--- config.mk ---
export PLATFORM = sky130hd
export DESIGN_NAME = chmt_setmap
export DESIGN_NICKNAME = d
export VERILOG_FILES = /design/src/rtl/core/chmt_setmap.sv
export SDC_FILE = /design/constraint.sdc
export NUM_CORES = 1
export LEC_CHECK = 0
export BUFFER_PORTS_ARGS = -buffer_cell sky130_fd_sc_hd__buf_2
export CAP_MARGIN = 25
export CORE_UTILIZATION = 48
export CTS_BUF_LIST = sky130_fd_sc_hd__clkbuf_8
export DETAILED_ROUTE_END_ITERATION = 6
export HOLD_SLACK_MARGIN = 0.12
export PLACE_DENSITY = 0.84
export REMOVE_ABC_BUFFERS = 1
export SYNTH_ARGS = -nofsm -noshare
export SYNTH_HDL_FRONTEND = slang
export SYNTH_SLANG_ARGS = --single-unit
--- constraint.sdc ---
create_clock -name clk_i -period 1 [get_ports clk_i]
set_input_delay 0.05 -clock clk_i [delete_from_list [all_inputs] [get_ports clk_i]]
set_output_delay 0.05 -clock clk_i [all_outputs]
set_load 0.01 [all_outputs]
--- src/rtl/core/chmt_setmap.sv ---
// Line number to set index and tag, by reciprocal multiply with one correction step.
module chmt_setmap #(
  parameter int unsigned SETS   = 1024,
  parameter int unsigned LINE_W = 28,
  parameter int unsigned SET_W  = 10,
  parameter int unsigned TAG_W  = 18
) (
  input  logic              clk_i,
  input  logic [LINE_W-1:0] line_i,
  output logic [SET_W-1:0]  set_o,
  output logic [TAG_W-1:0]  tag_o
);

  localparam logic [31:0] RECIP = 32'((64'd1 << 32) / SETS);
  localparam int unsigned RES_W = SET_W + 1;
  localparam int unsigned MUL_W = TAG_W + RES_W;
  localparam logic [RES_W-1:0] SETS_C = RES_W'(SETS);

  logic [LINE_W-1:0]    line1_q;
  logic [LINE_W+31:0]   prod1_q;
  logic [LINE_W-1:0]    line2_q;
  logic [TAG_W-1:0]     quo2_q;
  logic [MUL_W-1:0]     mul2_q;
  logic [TAG_W-1:0]     quo1;
  logic [LINE_W-1:0]    rem_full;
  logic [RES_W-1:0]     rem;
  logic [RES_W-1:0]     rem_adj;
  logic                 over;

  assign quo1 = prod1_q[32 +: TAG_W];

  always_ff @(posedge clk_i) begin
    line1_q <= line_i;
    prod1_q <= (LINE_W + 32)'(line_i) * (LINE_W + 32)'(RECIP);
    line2_q <= line1_q;
    quo2_q  <= quo1;
    mul2_q  <= MUL_W'(quo1) * MUL_W'(SETS_C);
  end

  // quotient estimate is exact or one short
  assign rem_full = line2_q - mul2_q[LINE_W-1:0];
  assign rem      = rem_full[RES_W-1:0];
  assign over     = (rem >= SETS_C);
  assign rem_adj  = over ? (rem - SETS_C) : rem;
  assign set_o    = rem_adj[SET_W-1:0];
  assign tag_o    = quo2_q + TAG_W'(over);

endmodule

==> metrics.csv, run 1 <==
metric,value,unit
die area,2530,sq um
vias in the first global route,708,
#MultiIn Comb,0,
fin crit period,812,ps
total chip power,3730,uW
via count,699,
fin cells,175,
core area,2210,sq um
mapped cell area,1120,sq um
Unique masters post-synth,1,
peak per-stage delay on the critical path,340,ps
Setup TNS Final,0,ps
CTS tree,done,
combinational share of power,6.1,%
Leak,0.000850,uW
CTS clock-pin slew for the worst setup and hold paths,90,ps
area occupied by multi-input gates,0,sq um
Clock Sinks,56,
Net Switching,758,uW
Worst-Margin Slew,90.0,ps
Max Clock Freq,1230,MHz
Vias/cell,3.99,
DP Worst Slack,527,ps
1st-pass router iterations,6,
max-slew violations,0,
Reg power frac,63.7,%
Final setup viols,0,
outcome,completed,
Crit. End Element,output pin,
H-Tree Depth,2,
final WL,2100,um
RePlAce Congestion,0.657,
ANT nets after route,0,
initial DRC count,2,
DIE HEIGHT,50.3,um
R2R setup slack,580,ps
layout cells sized above 1,42.9,%
drc violations,0,
endpoints failing hold,0,
# placed instances,140,
Crit path max-delay family,flip-flops,
setup ws final,188,ps
largest net degree at the start of global routing,17,
post-DP HPWL,1060,um
CP cell instances,buf_2,
internal power,2970,uW
Die X,50.3,um
startpoint types,flop,
synthesized instance count,56,
CTS root buf,clkbuf_8,
Skew-Pair Late Insertion Delay,290,ps
slew margin rel.,94.0,%
register area share after synthesis,100,%
Critical-path top delay cell,dfxtp_1,
Synth-to-Final Area Change,60.4,%
Diodes inserted,0,
"Avg Cell Area, Syn",20.0,sq um
Top Ports,57,
# rows,17,
all-layer global routing usage,18.7,%
Num CTS Buffers,5,
Nets,176,
"FF+latch count, synth",56,
CP arrival,760,ps
power per cell area,2070,nW/um^2
clock share of power,30.2,%
Final Skew,2.85,ps
Critical Path RT,950,ps
Crit Path Class,flop to output pin,
WP buf/inv,1,
register area,1120,sq um
sw frac,20.3,%
Fill cells,136,
Max clock buf depth,2,
unrepaired setup endpoints after global routing,false,
PortBufs,56,
initial antenna violation count,0,
hold slack final,329,ps
wire per inst,12.0,um
Tcrit/Tclk final,81.2,%
first-pass GRT wire length,3100,um
Hold Path Class,flop to flop,
grt ovf,0,
Peak VDD IR,0.00174,V
largest fanout on the critical path,1,
Initial Util,50.7,%
Max-cap violations,0,
Synth Warn #,0,
## routing by layer
metal  part of all wire (%)  track usage (%)  vias to the layer above  routed length, um
li1                       -                -                      348                  -
met1                     38             16.9                      308                800
met2                     50             32.2                       39               1060
met3                     10             10.3                        4                212
met4                    1.3             11.1                        0                 27
met5                      0                0                        -                  0
## cells in the mapped netlist
cell type	number	area [sq um]
dfxtp_1	56	1120
## registers in the layout, summed over array words and instances (netlist names)
signal,flops
prod1_q,28
quo2_q,18
line2_q,10
## path summary, 6_finish.rpt
| path | cells after the start | end | startpoint |
|---|---|---|---|
| setup / recovery | 1 | tag_o[15] | quo2_q[15]$_DFF_P_ |
| hold / removal | 0 | quo2_q[12]$_DFF_P_ | prod1_q[44]$_DFF_P_ |
| setup reg to reg | 0 | quo2_q[4]$_DFF_P_ | prod1_q[36]$_DFF_P_ |
| hold reg to reg | 0 | quo2_q[12]$_DFF_P_ | prod1_q[44]$_DFF_P_ |
## stage by stage
step                util, %  cell area, sq um
global route           81.3              1800
floorplan                 -              1120
detailed placement     64.9              1440
CTS                    81.3              1800
finish                 81.3              1800
global placement       64.9              1440
## repair_timing
action	in CTS	in global routing
setup endpoints to repair	0	0
setup buffers	0	0
hold buffers	28	0
hold endpoints to repair	28	0
gates resized for setup	0	0
## placed cells by master, fill, tap and decap left out, drive strengths merged
| cell | n |
|---|---|
| clkinvlp | 1 |
| clkinv | 1 |
| dfxtp | 56 |
| clkbuf | 5 |
| buf | 56 |
| dlygate4sd3 | 28 |
## power groups by stage
stage	registers (uW)	logic, uW	clock network [uW]
floorplan	2460	0	0
global placement	2420	136	0
detailed placement	2430	139	0
CTS	2380	223	1130
global route	2390	246	1250
finish	2380	229	1120
## final cells by class
class                 count  area share (%)
sequential               56            62.4
timing repair buffer     84            31.2
clock buffer              5            3.83
tap                      28            1.95
clock inverter            2           0.696
## kinds of logic after synthesis
family	Yosys count	share of synthesized area, %
flops	56	100
Note: power is estimated with default switching activity, not from simulation.
==> inputs of run 2 (changes only) <==
Settings changed: CORE_UTILIZATION 48 to 45, PLACE_DENSITY 0.84 to 0.79.
Clock period 1 ns to 0.85 ns, I/O delays scaled along.
==> run 2 against run 1 <==
Via count down 0.14%. Power up 18%. Non-clock buffer count unchanged. Sequential cell count unchanged. Utilization down 1.8 points. First-iteration DRC count up 100%. Sequential share of layout area down 0.28 points.
==> metrics.csv, run 2 (synthesis results as in run 1) <==
metric,value,unit,change
PortBufs,56,,unchanged
DIE HEIGHT,51.9,um,+3.1%
Top Ports,57,,unchanged
R2R setup slack,430,ps,-150 ps
core area,2280,sq um,+2.9%
Leak,0.000864,uW,+1.6%
#MultiIn Comb,0,,unchanged
Crit path max-delay family,flip-flops,,
Crit. End Element,output pin,,
Final setup viols,0,,unchanged
Critical-path top delay cell,dfxtp_1,,
grt ovf,0,,unchanged
Clock Sinks,56,,unchanged
"commonest non-fill, non-tap cell in the layout",buf_2,,
hold slack final,329,ps,-0.371 ps
Vias/cell,3.97,,-0.71%
Tcrit/Tclk final,93.0,%,
Worst-Margin Slew,80.0,ps,-10.0 ps
max reg flops,28,,unchanged
Die X,51.9,um,+3.1%
largest net degree at the start of global routing,16,,-1
H-Tree Depth,2,,unchanged
CTS tree,done,,
final WL,1980,um,-5.6%
max-slew violations,0,,unchanged
peak per-stage delay on the critical path,330,ps,about the same
CTS clock-pin slew for the worst setup and hold paths,80,ps,about the same
Nets,176,,unchanged
Max Clock Freq,1260,MHz,
Skew-Pair Late Insertion Delay,290,ps,about the same
area occupied by multi-input gates,0,sq um,unchanged
CP arrival,750,ps,about the same
post-CTS setup buffers,0,,unchanged
CP cell instances,buf_2,,
RePlAce Congestion,0.656,,-0.21%
Crit Path Class,flop to output pin,,
initial antenna violation count,0,,unchanged
# rows,17,,unchanged
power per cell area,2440,nW/um^2,+18%
via count,698,,-0.14%
Max-cap violations,0,,unchanged
Num CTS Buffers,5,,unchanged
fin crit period,791,ps,
endpoints failing hold,0,,unchanged
Fill cells,120,,-12%
vias in the first global route,731,,+3.2%
total chip power,4410,uW,+18%
all-layer global routing usage,17.1,%,-1.6 points
Critical Path RT,810,ps,-140 ps
CTS root buf,clkbuf_8,,
Initial Util,49.3,%,-1.4 points
Hold Path Class,flop to flop,,
Synth-to-Final Area Change,61.3,%,
1st-pass router iterations,3,,-3
"commonest non-fill, non-tap cells in the layout","buf_2, dfxtp_1, dlygate4sd3_1",,
Peak VDD IR,0.00225,V,+30%
Max clock buf depth,2,,unchanged
wire per inst,11.2,um,-6.1%
outcome,completed,,
first-pass GRT wire length,3040,um,-1.8%
slew margin rel.,94.7,%,+0.65 points
initial DRC count,4,,+2
largest registers,"prod1_q (28), quo2_q (18), line2_q (10)",,
WP buf/inv,1,,unchanged
largest fanout on the critical path,1,,unchanged
unrepaired setup endpoints after global routing,false,,
Setup TNS Final,0,ps,unchanged
die area,2690,sq um,+6.4%
layout cells sized above 1,42.6,%,-0.29 points
Diodes inserted,0,,unchanged
Top reg by flops,prod1_q,,
Final Skew,2.48,ps,-0.378 ps
ANT nets after route,0,,unchanged
startpoint types,flop,,
drc violations,0,,unchanged
==> run 2: changes by cell type in the layout (fill, tap and decap cells not counted), sizes merged <==
cell,previous run,this run
inv,0,2
clkbuf,5,6
clkinv,1,0
clkinvlp,1,0
==> run 2: worst paths after layout <==
kind,start,to,cells after the start
min,prod1_q[42]$_DFF_P_,quo2_q[10]$_DFF_P_,0
max,quo2_q[13]$_DFF_P_,tag_o[13],1
min reg2reg,prod1_q[42]$_DFF_P_,quo2_q[10]$_DFF_P_,0
max reg2reg,prod1_q[26]$_DFF_P_,line2_q[4]$_DFF_P_,0
==> run 2: what timing repair did <==
item | CTS | global route
endpoints found under the setup margin | 0 | 1
hold endpoints to repair | 28 | 0
gates resized for setup | 0 | 1
hold buffers | 28 | 0
==> run 2: layout make-up <==
type                  instances  area (sq um)  share of cell area, %
clock inverter                2          7.51                  0.415
timing repair buffer         84           561                   31.0
sequential                   56          1120                   62.1
clock buffer                  6          82.6                   4.57
tap                          28          35.0                   1.94
==> run 2: metal layers <==
metal / track usage, % / up-vias / wire, um
li1: - / 349 / -
met1: 15.8 / 312 / 707
met2: 31.2 / 33 / 1080
met3: 8.77 / 4 / 169
met4: 6.76 / 0 / 26
met5: 0 / - / 0
==> run 2: stage by stage <==
step	setup WS [ps]	area [sq um]	instances	util, %
after floorplan	470	1120	56	-
after global placement	404	1440	140	63.1
after detailed placement	372	1440	140	63.1
after CTS	33.2	1810	176	79.4
after global routing	19.3	1810	176	79.4
final	59.3	1810	176	79.4
==> run 2: power by group <==
| group | internal [uW] | switching, uW |
|---|---|---|
| Clock | 641 | 703 |
| Sequential | 2760 | 31.7 |
| Combinational | 174 | 95.7 |
| Total | 3580 | 830 |
==> inputs of run 3 (changes only) <==
Settings changed: ABC_AREA from default to 1, CORE_ASPECT_RATIO from default to 0.8.
==> run 3 against run 2 <==
The flow now finishes with violations (design-rule violations). Critical path type unchanged. Setup slack got worse by 5.7 ps. Fmax is 0.71% lower. Count of clock-buffer cells in the layout shrank 1. Via count is 0.43% lower. Highest routed layer unchanged. Power is 2.0% lower. Worst hold slack improved by 2.2 ps. Clock skew hardly changed. Sequential share of layout area up 0.54 points. Sequential cell count did not move. Clock power down 6%.
==> metrics.csv, run 3 (synthesis results as in run 1) <==
metric,value,unit,change
max-slew violations,0,,unchanged
post-layout util,79.5,%,about the same
ANT nets after route,0,,unchanged
Top Ports,57,,unchanged
H-Tree Depth,2,,unchanged
Skew-Pair Late Insertion Delay,290,ps,about the same
area occupied by multi-input gates,0,sq um,unchanged
Hold Path Class,flop to flop,,
violated checks,design-rule violations,,
Peak VDD IR,0.00140,V,-38%
endpoints failing hold,0,,unchanged
CTS tree,done,,
power per cell area,2410,nW/um^2,-1.0%
die area,2700,sq um,about the same
Crit. End Element,output pin,,
PortBufs,56,,unchanged
layout cells sized above 1,42.2,%,-0.39 points
sw frac,19.4,%,+0.51 points
Leak,0.000855,uW,-1.0%
#MultiIn Comb,0,,unchanged
Worst-Margin Slew,79.0,ps,-1.01 ps
Initial Util,49.8,%,+0.52 points
largest net degree at the start of global routing,16,,unchanged
vias in the first global route,676,,-7.5%
via count,695,,-0.43%
first-pass GRT wire length,2960,um,-2.7%
combinational share of power,6.2,%,about the same
Top reg by flops,prod1_q,,
wire per inst,11.8,um,+4.8%
initial DRC count,17,,+13
Tcrit/Tclk final,93.7,%,+0.67 points
core area,2250,sq um,-1.0%
Final Skew,2.34,ps,-0.134 ps
final WL,2030,um,+2.4%
DIE HEIGHT,46.6,um,-10%
Clock Sinks,56,,unchanged
Reg power frac,64.7,%,+1.3 points
peak per-stage delay on the critical path,330,ps,about the same
Critical Path RT,810,ps,about the same
Setup TNS Final,0,ps,unchanged
clock share of power,29.1,%,-1.4 points
all-layer global routing usage,16.7,%,-0.42 points
initial antenna violation count,0,,unchanged
1st-pass router iterations,7,,+4
Fill cells,126,,+5.0%
CTS clock-pin slew for the worst setup and hold paths,80,ps,about the same
max reg flops,28,,unchanged
drc violations,6,,+6
Vias/cell,4.04,,+1.9%
Crit path max-delay family,flip-flops,,
WP buf/inv,1,,unchanged
Max Clock Freq,1260,MHz,-0.71%
Crit Path Class,flop to output pin,,
internal power,3480,uW,-2.6%
"commonest non-fill, non-tap cells in the layout","buf_2, dfxtp_1, dlygate4sd3_1",,
Max clock buf depth,2,,unchanged
Diodes inserted,0,,unchanged
largest fanout on the critical path,1,,unchanged
Final setup viols,0,,unchanged
CP arrival,750,ps,about the same
Max-cap violations,0,,unchanged
# rows,15,,-2
Num CTS Buffers,5,,unchanged
Synth-to-Final Area Change,59.7,%,
RePlAce Congestion,0.635,,-3.1%
CP cell instances,buf_2,,
post-CTS sizing,0,,unchanged
outcome,"complete, but fails checks",,
unrepaired setup endpoints after global routing,false,,
startpoint types,flop,,
Critical-path top delay cell,dfxtp_1,,
grt ovf,0,,unchanged
Nets,176,,unchanged
slew margin rel.,94.7,%,about the same
Net Switching,836,uW,+0.71%
CTS root buf,clkbuf_8,,
largest registers,"prod1_q (28), quo2_q (18), line2_q (10)",,
fin crit period,796,ps,+5.66 ps
Die X,57.8,um,+11%
-- run 3: cell types whose count changed in the layout (fill, tap and decap cells not counted), sizes merged --
cell / before / now
inv: 2 / 1
clkbuf: 6 / 5
clkinv: 0 / 1
-- run 3: cell type report --
cell class,instances,area (sq um),area share (%)
clock buffer,5,68.8,3.84
tap,25,31.3,1.75
timing repair buffer,84,561,31.3
clock inverter,2,8.76,0.489
sequential,56,1120,62.6
-- run 3: path summary, 6_finish.rpt --
path | cells after the start | slack [ps] | from | endpoint
hold / removal | 0 | 330 | prod1_q[33]$_DFF_P_ | quo2_q[1]$_DFF_P_
hold reg to reg | 0 | 330 | prod1_q[33]$_DFF_P_ | quo2_q[1]$_DFF_P_
setup / recovery | 1 | 50 | line2_q[2]$_DFF_P_ | set_o[2]
setup reg to reg | 0 | 440 | prod1_q[26]$_DFF_P_ | line2_q[4]$_DFF_P_
-- run 3: routing by layer --
layer	vias up	share of wire [%]	track usage (%)
met5	-	0	0
met4	0	1.8	10.0
met3	5	11	8.43
met2	44	47	28.7
met1	297	41	16.7
li1	349	-	-
-- run 3: timing repair --
| item | CTS | global route |
|---|---|---|
| hold buffers | 28 | 0 |
| hold endpoints to repair | 28 | 0 |
| setup endpoints to repair | 0 | 0 |
| setup buffers | 0 | 0 |
-- run 3: per-stage QoR --
step / hold slack, ps / instance area (sq um) / std cells / worst slack [ps] / total power [uW]
2_1_floorplan: 70.2 / 1120 / 56 / 470 / 2890
3_3_place_gp: 145 / 1430 / 137 / 404 / 3010
3_5_place_dp: 146 / 1430 / 137 / 382 / 3020
4_1_cts: 332 / 1790 / 172 / 49.2 / 4370
5_1_grt: 340 / 1790 / 172 / 8.38 / 4510
6_report: 331 / 1790 / 172 / 53.6 / 4320
-- run 3: power by group through the flow --
stage / clock network, uW / logic [uW] / registers, uW
final: 1260 / 268 / 2800
after global routing: 1410 / 289 / 2810
after CTS: 1310 / 263 / 2790
after detailed placement: 0 / 164 / 2860
after global placement: 0 / 162 / 2850
after floorplan: 0 / 0 / 2890
