===== config.mk =====
export PLATFORM = sky130hd
export DESIGN_NAME = chmt_outq
export DESIGN_NICKNAME = d
export VERILOG_FILES = /design/src/rtl/core/chmt_pkg.sv /design/src/rtl/core/chmt_outq.sv
export SDC_FILE = /design/constraint.sdc
export NUM_CORES = 1
export LEC_CHECK = 0
export ABC_CLOCK_PERIOD_IN_PS = 11420
export CELL_PAD_IN_SITES_DETAIL_PLACEMENT = 2
export CELL_PAD_IN_SITES_GLOBAL_PLACEMENT = 2
export CORE_MARGIN = 1.5
export CORE_UTILIZATION = 35
export DETAILED_ROUTE_END_ITERATION = 10
export DONT_BUFFER_PORTS = 1
export GPL_TIMING_DRIVEN = 0
export HOLD_SLACK_MARGIN = 0.05
export PLACE_DENSITY_LB_ADDON = 0.1
export SKIP_LAST_GASP = 1
export SLEW_MARGIN = 20
export SYNTH_ARGS = -nofsm -noshare
export SYNTH_HDL_FRONTEND = slang
export SYNTH_SLANG_ARGS = --single-unit

===== constraint.sdc =====
create_clock -name clk_i -period 11.42 [get_ports clk_i]
set_input_delay 0 -clock clk_i [delete_from_list [all_inputs] [get_ports clk_i]]
set_output_delay 0 -clock clk_i [all_outputs]
set_load 0.05 [all_outputs]

===== src/rtl/core/chmt_pkg.sv =====
// Shared types and constants for the cache hit/miss tracker.
package chmt_pkg;

  localparam int unsigned ADDR_W  = 32;
  localparam int unsigned CNT_W   = 32;
  localparam int unsigned Q_DEPTH = 8;

  typedef enum logic {
    KIND_LOAD  = 1'b0,
    KIND_STORE = 1'b1
  } kind_e;

  typedef enum logic {
    MODE_DIRECT = 1'b0,
    MODE_ASSOC  = 1'b1
  } mode_e;

  typedef struct packed {
    logic valid;
    logic hit;
    logic mem_write;
  } dir_res_t;

  typedef struct packed {
    logic             hit;
    logic             mem_write;
    logic [CNT_W-1:0] miss_total;
    logic [CNT_W-1:0] write_total;
  } res_t;

endpackage


===== src/rtl/core/chmt_outq.sv =====
// Saturating miss and write counters, result queue and in-flight tracking.
module chmt_outq (
  input  logic               clk_i,
  input  logic               rst_ni,
  input  chmt_pkg::dir_res_t res_i,
  input  logic               in_fire_i,
  output logic               room_o,
  output logic               out_valid_o,
  input  logic               out_ready_i,
  output chmt_pkg::res_t     out_o
);

  import chmt_pkg::*;

  localparam int unsigned PTR_W = $clog2(Q_DEPTH);
  localparam int unsigned CNT_Q_W = $clog2(Q_DEPTH + 1);

  res_t               q_mem [Q_DEPTH];
  logic [PTR_W-1:0]   wr_ptr_q;
  logic [PTR_W-1:0]   rd_ptr_q;
  logic [CNT_Q_W-1:0] fill_q;
  logic [CNT_Q_W-1:0] flight_q;
  logic [CNT_W-1:0]   miss_q;
  logic [CNT_W-1:0]   miss_d;
  logic [CNT_W-1:0]   wr_q;
  logic [CNT_W-1:0]   wr_d;
  logic               push;
  logic               pop;
  res_t               entry;

  assign push = res_i.valid;
  assign pop  = out_valid_o && out_ready_i;

  always_comb begin
    miss_d = miss_q;
    wr_d   = wr_q;
    if (push && !res_i.hit && (miss_q != '1)) begin
      miss_d = miss_q + CNT_W'(1);
    end
    if (push && res_i.mem_write && (wr_q != '1)) begin
      wr_d = wr_q + CNT_W'(1);
    end
    entry.hit         = res_i.hit;
    entry.mem_write   = res_i.mem_write;
    entry.miss_total  = miss_d;
    entry.write_total = wr_d;
  end

  always_ff @(posedge clk_i or negedge rst_ni) begin
    if (!rst_ni) begin
      miss_q   <= '0;
      wr_q     <= '0;
      wr_ptr_q <= '0;
      rd_ptr_q <= '0;
      fill_q   <= '0;
      flight_q <= '0;
    end else begin
      miss_q <= miss_d;
      wr_q   <= wr_d;
      if (push) begin
        wr_ptr_q <= wr_ptr_q + PTR_W'(1);
      end
      if (pop) begin
        rd_ptr_q <= rd_ptr_q + PTR_W'(1);
      end
      fill_q   <= fill_q + CNT_Q_W'(push) - CNT_Q_W'(pop);
      flight_q <= flight_q + CNT_Q_W'(in_fire_i) - CNT_Q_W'(pop);
    end
  end

  always_ff @(posedge clk_i) begin
    if (push) begin
      q_mem[wr_ptr_q] <= entry;
    end
  end

  // queue holds every item in flight, so the pipeline never stalls
  assign room_o      = (flight_q < CNT_Q_W'(Q_DEPTH));
  assign out_valid_o = (fill_q != '0);
  assign out_o       = q_mem[rd_ptr_q];

endmodule


==> results.sh, run 1 <==
export IMPL_crit_path_end_kind="output port"
export IMPL_syn_cell_area_mm2=0.0236
export IMPL_portBuffers=0
export IMPL_wirelength_um=58500
export IMPL_fin_crit_sh_pct=32.9
export IMPL_grt_pass1_vias=12999
export IMPL_die_width_um=263
export IMPL_syn2layout_area_growth_pct=18.1
export IMPL_crit_top_cell="clkbuf_1"
export IMPL_htreeDepth=3
export IMPL_cp_slowest_cell="clkbuf_1"
export IMPL_hold_viol=0
export IMPL_cts_buffers=68
export IMPL_power_density_mw_per_mm2=274
export IMPL_synthCells=1140
export IMPL_hold_class="in2async"
export IMPL_place_ws_ns=8.11
export IMPL_required_ns=11.42
export IMPL_io_pin_count=75
export IMPL_track_usage_pct=17.6
export IMPL_drt_iter0_drc=672
export IMPL_finalMaxSlewViolations=0
export IMPL_ir_drop_mv=0.157
export IMPL_maxCapViolations=0
export IMPL_cts_tree="yes"
export IMPL_layout_nets=1290
export IMPL_synth_edf_count=528
export IMPL_fmax_mhz=266
export IMPL_cts_sinks=606
export IMPL_place_area_mm2=0.0256
export IMPL_drive_above_1_share_pct=29.5
export IMPL_ys_flop_type="edfxtp_1"
export IMPL_rsz0062_at_grt="no"
export IMPL_synth_seq_area_share_pct=75.3
export IMPL_worst_pin_slew_ns=1.06
export IMPL_vias_per_cell=5.14
export IMPL_cellLeakagePower_nw=9.52
export IMPL_fin_skew_ns=0.0178
export IMPL_rows=95
export IMPL_fill_cells=6242
export IMPL_postCtsSetupBuffers=0
export IMPL_clockBufferDepth=3
export IMPL_crit_type="reg2out"
export IMPL_core_mm2=0.0670
export IMPL_dr_total_vias=11269
export IMPL_fin_ws_ns=7.66
export IMPL_start_kind="register"
export IMPL_crit_arrival_ns=3.76
export IMPL_initial_core_util_pct=35.3
export IMPL_relSlewSlack_pct=29.2
export IMPL_clockRootBuffer="clkbuf_16"
export IMPL_period_needed_ns=3.76
export IMPL_grt_pass1_wl_um=89000
export IMPL_grt_max_degree=79
export IMPL_critical_path_top_delay_family="buffers and inverters"
export IMPL_dpl_hpwl_um=37900
export IMPL_synth_avg_cell_area_um2=20.7
export IMPL_rrSetupSlack_ns=8.31
export IMPL_setup_viol=0
export IMPL_ys_ff_latch=606
export IMPL_postRouteAntennaNets=0
export IMPL_fin_area_mm2=0.0279
export IMPL_place_gp_congestion=0.704
export IMPL_die_area_mm2=0.0691
export IMPL_async_flop_share_pct=12.9
export IMPL_critPathBufInv=3
export IMPL_overflow=0
export IMPL_ys_types=39
export IMPL_first_pass_iters=4
export IMPL_post_route_util_pct=41.7
export IMPL_critPathMaxStageDelay_ns=0.84
export IMPL_ys_warn_count=0
export IMPL_worstPathMaxFanout=10
export IMPL_cts_resized_gates=0
export IMPL_drc_errors=0
export IMPL_dieHeight_um=263
export IMPL_diodes=0
export IMPL_crit_path_cell_trace="clkbuf_2, clkbuf_1, clkbuf_1, mux4_2, mux2_2"
export IMPL_clk_pin_slew_ns=0.06
export IMPL_status="finished clean"
export IMPL_syn_nets=1160
export IMPL_antenna_found_initial=1
export IMPL_post_drt_wl_per_cell_um=26.7
export IMPL_clock_insertion_delay_worst_skew_ns=0.60
## worst paths after layout
| check | depth (start not counted) | end | start |
|---|---|---|---|
| max in group asynchronous | 3 | wr_q[2] | rst_ni |
| min | 3 | flight_q[0] | rst_ni |
| max reg2reg | 6 | q_mem[1][35] | miss_q[11] |
| min in group clk_i | 3 | miss_q[17] | res_i[1] |
| max | 5 | out_o[38] | rd_ptr_q[1] |
| min reg2reg | 1 | wr_ptr_q[1] | wr_ptr_q[1] |
## report_power, final
part,switching (mW),total [mW],internal [mW]
clock,0.855,2.13,1.27
sequential,0.103,2.88,2.78
combinational,1.78,2.65,0.876
total,2.73,7.67,4.93
## routing by layer
layer	vias up	GRT usage (%)	share of wire [%]
li1	4898	-	-
met1	6145	23.0	44
met2	148	30.2	51
met3	78	3.11	3.5
met4	0	5.12	2.0
met5	-	0	0
## cell type report
class                           count  area [µm²]  area share, %
Multi-Input combinational cell    478        5660           20.3
Timing Repair Buffer               60         963           3.45
Tap cell                          873        1090           3.91
Inverter                           14        52.6          0.188
Clock buffer                       97        1980           7.10
Sequential cell                   606       17800           63.7
Buffer                             42         185          0.663
Clock inverter                     22         191          0.685
## cell families (layout without fill, tap and decap cells)
group                      count (synthesis)  count (layout)  share of synthesized area, %
AOI/OAI and AO/OA                         11              11                         0.286
xor gates and xnor gates                  67              67                          2.48
adders and majority gates                 13              13                         0.751
buffers and inverters                     56             235                         0.995
DFF                                      606             606                          75.3
muxes                                    204             204                          16.0
and+or+nand+nor                          183             183                          4.18
## placed cells by master, fill, tap and decap left out, types with 7 or more instances in the layout
| cell | instances |
|---|---|
| and3_1 | 8 |
| buf_12 | 13 |
| buf_16 | 15 |
| buf_2 | 14 |
| buf_4 | 17 |
| buf_6 | 7 |
| clkbuf_1 | 39 |
| clkbuf_16 | 71 |
| clkbuf_8 | 11 |
| clkinv_2 | 10 |
| dfrtp_1 | 78 |
| dlygate4sd3_1 | 8 |
| edfxtp_1 | 528 |
| ha_1 | 11 |
| inv_1 | 14 |
| mux2_2 | 72 |
| mux4_2 | 132 |
| nand2_1 | 37 |
| nand3_1 | 24 |
| nand4_1 | 32 |
| nor2_1 | 28 |
| nor3_1 | 13 |
| nor4_1 | 9 |
| xnor2_1 | 40 |
| xor2_1 | 27 |
## flip-flops by register name, indices dropped and copies added (netlist names)
signal,flops
fill_q,4
flight_q,4
miss_q,32
q_mem,528
rd_ptr_q,3
wr_ptr_q,3
wr_q,32
## stage by stage
step | instances | setup TNS, ns | hold slack (ns) | power (mW)
4_1_cts | 2192 | 0 | 0.0741 | 7.84
3_3_place_gp | 2013 | -69.29 | -0.287 | 5.55
6_report | 2192 | 0 | 0.0536 | 7.67
5_1_grt | 2192 | 0 | 0.102 | 8.02
3_5_place_dp | 2063 | 0 | -0.287 | 5.66
2_1_floorplan | 1140 | 0 | -0.296 | 4.88
## cells in the mapped netlist (2+ instances only)
master    number  share of area [%]
nand3_1       24               0.51
nor4_1         9               0.24
xor2_1        27                1.0
a21o_1         2              0.063
or4_1          2              0.063
nor3_1        15               0.32
inv_1         14               0.22
nand2_1       37               0.59
nor4b_4        2               0.20
nand2b_1       4               0.11
dfrtp_1       78                8.3
xnor2_1       40                1.5
buf_2         14               0.30
mux2_2        72                3.4
and3_1         8               0.21
mux4_2       132                 13
edfxtp_1     528                 67
nor2_1        34               0.54
ha_1          11               0.58
fa_1           2               0.17
a31oi_1        3              0.079
clkbuf_1      26               0.41
and4_1         4               0.15
a21oi_1        2              0.042
or2_2          3              0.079
nand4_1       32               0.85
o21ai_0        3              0.063
## worst reg2reg max path: cells and delay by family, from the launching register on
kind,cells,cell delay [ns]
simple gates,4,1.44
flops,1,0.41
xor+xnor,1,0.69
buf+inv,1,0.24
## what timing repair did
item	4_1_cts	5_1_grt
setup endpoints to repair	0	0
hold endpoints to repair	112	0
hold buffers	10	0
No activity file was read; power rests on OpenSTA's default activity.
==> inputs of run 2 (changes only) <==
--- a/config.mk
+++ b/config.mk
@@ -5,7 +5,7 @@
 export SDC_FILE = /design/constraint.sdc
 export NUM_CORES = 1
 export LEC_CHECK = 0
-export ABC_CLOCK_PERIOD_IN_PS = 11420
+export ABC_CLOCK_PERIOD_IN_PS = 3900
 export CELL_PAD_IN_SITES_DETAIL_PLACEMENT = 2
 export CELL_PAD_IN_SITES_GLOBAL_PLACEMENT = 2
 export CORE_MARGIN = 1.5
==> constraint.sdc (replaced) <==
create_clock -name clk_i -period 3.9 [get_ports clk_i]
set_input_delay 0 -clock clk_i [delete_from_list [all_inputs] [get_ports clk_i]]
set_output_delay 0 -clock clk_i [all_outputs]
set_load 0.05 [all_outputs]
==> run 2 against run 1 <==
Final area rose by 0.49%. Clock skew rose by 0.0018 ns. Utilization up 0.21 points. Highest routed layer is now met5. Non-clock buffer count fell by 9.
==> results.sh, run 2 (synthesis results as in run 1) <==
export IMPL_vias_per_cell=5.13
export IMPL_overflow=0
export IMPL_first_pass_iters=5
export IMPL_postRouteAntennaNets=0
export IMPL_hold_class="in2async"
export IMPL_place_gp_congestion=0.713
export IMPL_fin_crit_sh_pct=92.7
export IMPL_wirelength_um=57700
export IMPL_regMostFlops="q_mem"
export IMPL_dpl_hpwl_um=37300
export IMPL_clockRootBuffer="clkbuf_16"
export IMPL_cts_tree="yes"
export IMPL_grt_pass1_wl_um=88100
export IMPL_drc_errors=0
export IMPL_crit_arrival_ns=3.61
export IMPL_crit_path_end_kind="output port"
export IMPL_power_density_mw_per_mm2=801
export IMPL_clk_pin_slew_ns=0.05
export IMPL_dieHeight_um=263
export IMPL_regArea_mm2=0.0178
export IMPL_required_ns=3.90
export IMPL_fill_cells=6175
export IMPL_largest_reg_flops=528
export IMPL_clock_insertion_delay_worst_skew_ns=0.60
export IMPL_setup_viol=0
export IMPL_maxCapViolations=0
export IMPL_diodes=0
export IMPL_dr_total_vias=11231
export IMPL_start_kind="register"
export IMPL_finalMaxSlewViolations=0
export IMPL_rrSetupSlack_ns=0.87
export IMPL_htreeDepth=3
export IMPL_crit_type="reg2out"
export IMPL_hold_viol=0
export IMPL_post_route_util_pct=41.9
export IMPL_multi_input_area_mm2=0.00567
export IMPL_rr_startpoint="miss_q[1]"
export IMPL_fin_skew_ns=0.0196
export IMPL_drive_above_1_share_pct=28.7
export IMPL_final_cell_mix="528 x edfxtp_1, 132 x mux4_2, 78 x dfrtp_1"
export IMPL_dp_cells=2054
export IMPL_final_common_cell="edfxtp_1"
export IMPL_grt_max_degree=79
export IMPL_cts_buffers=69
export IMPL_period_needed_ns=3.61
export IMPL_fmax_mhz=277
export IMPL_relSlewSlack_pct=33.7
export IMPL_worstPathMaxFanout=10
export IMPL_reg_largest_list="q_mem: 528 flops, miss_q: 32 flops, wr_q: 32 flops"
export IMPL_status="finished clean"
export IMPL_timing_rr_end="q_mem[5][46]"
export IMPL_drt_iter0_drc=695
export IMPL_layout_nets=1282
export IMPL_cellLeakagePower_nw=9.53
export IMPL_place_ws_ns=0.342
export IMPL_whs_ns=0.0829
export IMPL_fin_ws_ns=0.285
export IMPL_portBuffers=0
export IMPL_r2r_cells=6
export IMPL_fin_area_mm2=0.0281
export IMPL_core_mm2=0.0670
export IMPL_syn2layout_area_growth_pct=18.7
export IMPL_rows=95
export IMPL_io_pin_count=75
export IMPL_die_area_mm2=0.0691
export IMPL_track_usage_pct=17.3
export IMPL_cts_sinks=606
export IMPL_worst_pin_slew_ns=0.995
export IMPL_rsz0062_at_grt="no"
export IMPL_ir_drop_mv=0.334
export IMPL_grt_pass1_vias=12953
export IMPL_die_width_um=263
export IMPL_post_drt_wl_per_cell_um=26.3
export IMPL_finalPower_mw=22.5
export IMPL_tns_ns=0
export IMPL_initial_core_util_pct=35.3
export IMPL_clockBufferDepth=3
export IMPL_fin_cells=2190
export IMPL_antenna_found_initial=2
export IMPL_place_area_mm2=0.0257
-- run 2: worst max-delay path by stage --
stage,startpoint,depth (start not counted),end
finish,rd_ptr_q[1],5,out_o[15]
global route,rd_ptr_q[1],5,out_o[15]
CTS,rd_ptr_q[1],5,out_o[6]
detailed placement,rd_ptr_q[1],5,out_o[6]
global placement,wr_ptr_q[2],2,q_mem[3][45]
floorplan,wr_ptr_q[0],2,q_mem[4][0]
-- run 2: critical path, cell delays in order (launching register included) --
cell      delay (ns)
dfrtp_1         0.35
clkbuf_2        0.39
clkbuf_1        0.72
clkbuf_1        0.72
mux4_2          0.42
mux2_2          0.41
-- run 2: timing repair --
action / 4_1_cts / 5_1_grt
endpoints found under the hold margin: 112 / 0
setup buffers: 0 / 0
hold buffers: 10 / 0
setup endpoints to repair: 66 / 0
resized for setup: 2 / 0
-- run 2: layout make-up --
| type | count | area share [%] |
|---|---|---|
| Clock buffer | 106 | 7.27 |
| Sequential cell | 606 | 63.4 |
| Buffer | 42 | 0.660 |
| Tap cell | 873 | 3.89 |
| Multi-Input combinational cell | 478 | 20.2 |
| Timing Repair Buffer | 51 | 3.82 |
| Inverter | 14 | 0.187 |
| Clock inverter | 20 | 0.539 |
-- run 2: power by group --
group	internal, mW	switching [mW]
clock	3.68	2.55
combinational	2.62	5.18
sequential	8.14	0.310
total	14.4	8.05
-- run 2: per-layer routing --
layer | routed length (µm) | GRT usage (%) | up-vias
met3 | 1690 | 2.95 | 86
met1 | 25300 | 22.7 | 6094
li1 | - | - | 4897
met5 | 17 | 0 | -
met2 | 29600 | 29.9 | 152
met4 | 1120 | 4.83 | 2
==> inputs of run 3 (changes only) <==
--- a/config.mk
+++ b/config.mk
@@ -8,8 +8,9 @@
 export ABC_CLOCK_PERIOD_IN_PS = 3900
 export CELL_PAD_IN_SITES_DETAIL_PLACEMENT = 2
 export CELL_PAD_IN_SITES_GLOBAL_PLACEMENT = 2
+export CORE_ASPECT_RATIO = 1.25
 export CORE_MARGIN = 1.5
-export CORE_UTILIZATION = 35
+export CORE_UTILIZATION = 50
 export DETAILED_ROUTE_END_ITERATION = 10
 export DONT_BUFFER_PORTS = 1
 export GPL_TIMING_DRIVEN = 0
==> run 3 against run 2 <==
Largest cell class unchanged. Critical path type unchanged. Final area decreased by 2.7%. Die area down 30%. Largest power group unchanged. Cell count down 12%. Sequential share of layout area is 1.8 points higher.
==> results.sh, run 3 (synthesis results as in run 1) <==
export IMPL_status="finished clean"
export IMPL_power_density_mw_per_mm2=800
export IMPL_drive_above_1_share_pct=27.3
export IMPL_relSlewSlack_pct=29.9
export IMPL_dr_total_vias=11656
export IMPL_io_pin_count=75
export IMPL_fin_crit_sh_pct=96.4
export IMPL_grt_max_degree=79
export IMPL_overflow=0
export IMPL_period_needed_ns=3.76
export IMPL_antenna_found_initial=1
export IMPL_finalPower_mw=21.8
export IMPL_fill_cells=3789
export IMPL_crit_arrival_ns=3.76
export IMPL_htreeDepth=2
export IMPL_die_area_mm2=0.0486
export IMPL_post_drt_wl_per_cell_um=32.5
export IMPL_fin_cells=1926
export IMPL_postRouteAntennaNets=0
export IMPL_fin_area_mm2=0.0273
export IMPL_die_width_um=198
export IMPL_finalMaxSlewViolations=0
export IMPL_required_ns=3.90
export IMPL_clockBufferDepth=3
export IMPL_wirelength_um=62600
export IMPL_dp_cells=1807
export IMPL_layout_nets=1266
export IMPL_largest_reg_flops=528
export IMPL_ir_drop_mv=0.537
export IMPL_worst_pin_slew_ns=1.05
export IMPL_rsz0062_at_grt="no"
export IMPL_start_kind="register"
export IMPL_postCtsSetupBuffers=0
export IMPL_grt_pass1_wl_um=92400
export IMPL_place_area_mm2=0.0254
export IMPL_tns_ns=0
export IMPL_hold_viol=0
export IMPL_clock_insertion_delay_worst_skew_ns=0.62
export IMPL_rows=88
export IMPL_drc_errors=0
export IMPL_final_common_cell="edfxtp_1"
export IMPL_setup_viol=0
export IMPL_clockRootBuffer="clkbuf_16"
export IMPL_fin_skew_ns=0.0149
export IMPL_hold_class="in2async"
export IMPL_final_cell_mix="528 x edfxtp_1, 132 x mux4_2, 78 x dfrtp_1"
export IMPL_fmax_mhz=266
export IMPL_crit_path_end_kind="output port"
export IMPL_cellLeakagePower_nw=9.30
export IMPL_crit_start="rd_ptr_q[1]"
export IMPL_portBuffers=0
export IMPL_initial_core_util_pct=50.9
export IMPL_dpl_hpwl_um=40400
export IMPL_clk_pin_slew_ns=0.07
export IMPL_worstPathMaxFanout=10
export IMPL_drt_iter0_drc=750
export IMPL_track_usage_pct=26.9
export IMPL_cts_sinks=606
export IMPL_place_gp_congestion=0.740
export IMPL_dieHeight_um=246
export IMPL_regMostFlops="q_mem"
export IMPL_grt_pass1_vias=13507
export IMPL_maxCapViolations=0
export IMPL_cts_tree="yes"
export IMPL_cts_buffers=57
export IMPL_core_mm2=0.0465
export IMPL_vias_per_cell=6.05
export IMPL_reg_largest_list="q_mem: 528 flops, miss_q: 32 flops, wr_q: 32 flops"
export IMPL_syn2layout_area_growth_pct=15.5
export IMPL_first_pass_iters=4
export IMPL_crit_type="reg2out"
export IMPL_rr_startpoint="wr_q[0]"
[run 3: cell count changes in the layout (fill, tap and decap cells not counted)]
| cell | change |
|---|---|
| clkbuf_8 | +1 |
| diode_2 | +1 |
| clkbuf_2 | -1 |
| clkbuf_16 | -14 |
| buf_12 | -4 |
| clkinv_1 | -2 |
| clkinv_4 | -1 |
| clkinv_8 | -2 |
| clkbuf_1 | +4 |
| clkinv_2 | -4 |
| clkdlybuf4s15_1 | +1 |
[run 3: area by class of cell]
type / count / area [µm²] / area share [%]
Tap cell: 630 / 788 / 2.89
Multi-Input combinational cell: 478 / 5670 / 20.8
Antenna cell: 1 / 2.50 / 0.00916
Buffer: 42 / 190 / 0.697
Inverter: 14 / 52.6 / 0.192
Sequential cell: 606 / 17800 / 65.2
Clock buffer: 97 / 1720 / 6.30
Clock inverter: 11 / 82.6 / 0.302
Timing Repair Buffer: 47 / 992 / 3.63
[run 3: what timing repair did]
action	4_1_cts	5_1_grt
gates resized for setup	1	2
endpoints found under the setup margin	66	3
endpoints found under the hold margin	120	0
hold buffers	10	0
[run 3: path summary, 6_finish.rpt]
check                              end  slack [ns]  cells after the start
max                          out_o[36]        0.14                      5
min                         miss_q[31]         0.1                      3
max reg2reg                q_mem[3][9]        0.77                      6
min reg2reg                flight_q[3]        0.63                      2
max in group asynchronous     wr_q[12]        3.40                      3
min in group clk_i          miss_q[17]        0.14                      3
[run 3: critical path, stage by stage (launching register included)]
cell and delay, ns:
dfrtp_1 0.37, clkbuf_2 0.45, clkbuf_1 0.76, clkbuf_1 0.69, mux4_2 0.42, mux2_2 0.42
[run 3: routing by layer]
| layer | GRT usage [%] | wire length (µm) | vias to the layer above |
|---|---|---|---|
| li1 | - | - | 4849 |
| met1 | 32.7 | 24300 | 6383 |
| met2 | 48.0 | 33500 | 294 |
| met3 | 4.79 | 2650 | 130 |
| met4 | 10.1 | 2160 | 0 |
| met5 | 0 | 0 | - |
[run 3: metrics by stage]
step           hold slack [ns]  worst slack (ns)  utilization, %
6_report                0.0972             0.139            58.8
5_1_grt                  0.113            0.0126            58.8
4_1_cts                 0.0863            0.0714            58.7
3_5_place_dp            -0.288             0.392            54.6
3_3_place_gp            -0.288             -3.30            52.6
2_1_floorplan           -0.296            0.0258               -
[run 3: power breakdown]
group	total (mW)	switching, mW	leakage, nW	internal, mW
clock network	5.43	2.39	0.875	3.05
registers	8.54	0.391	6.02	8.15
logic	7.87	5.27	2.40	2.60
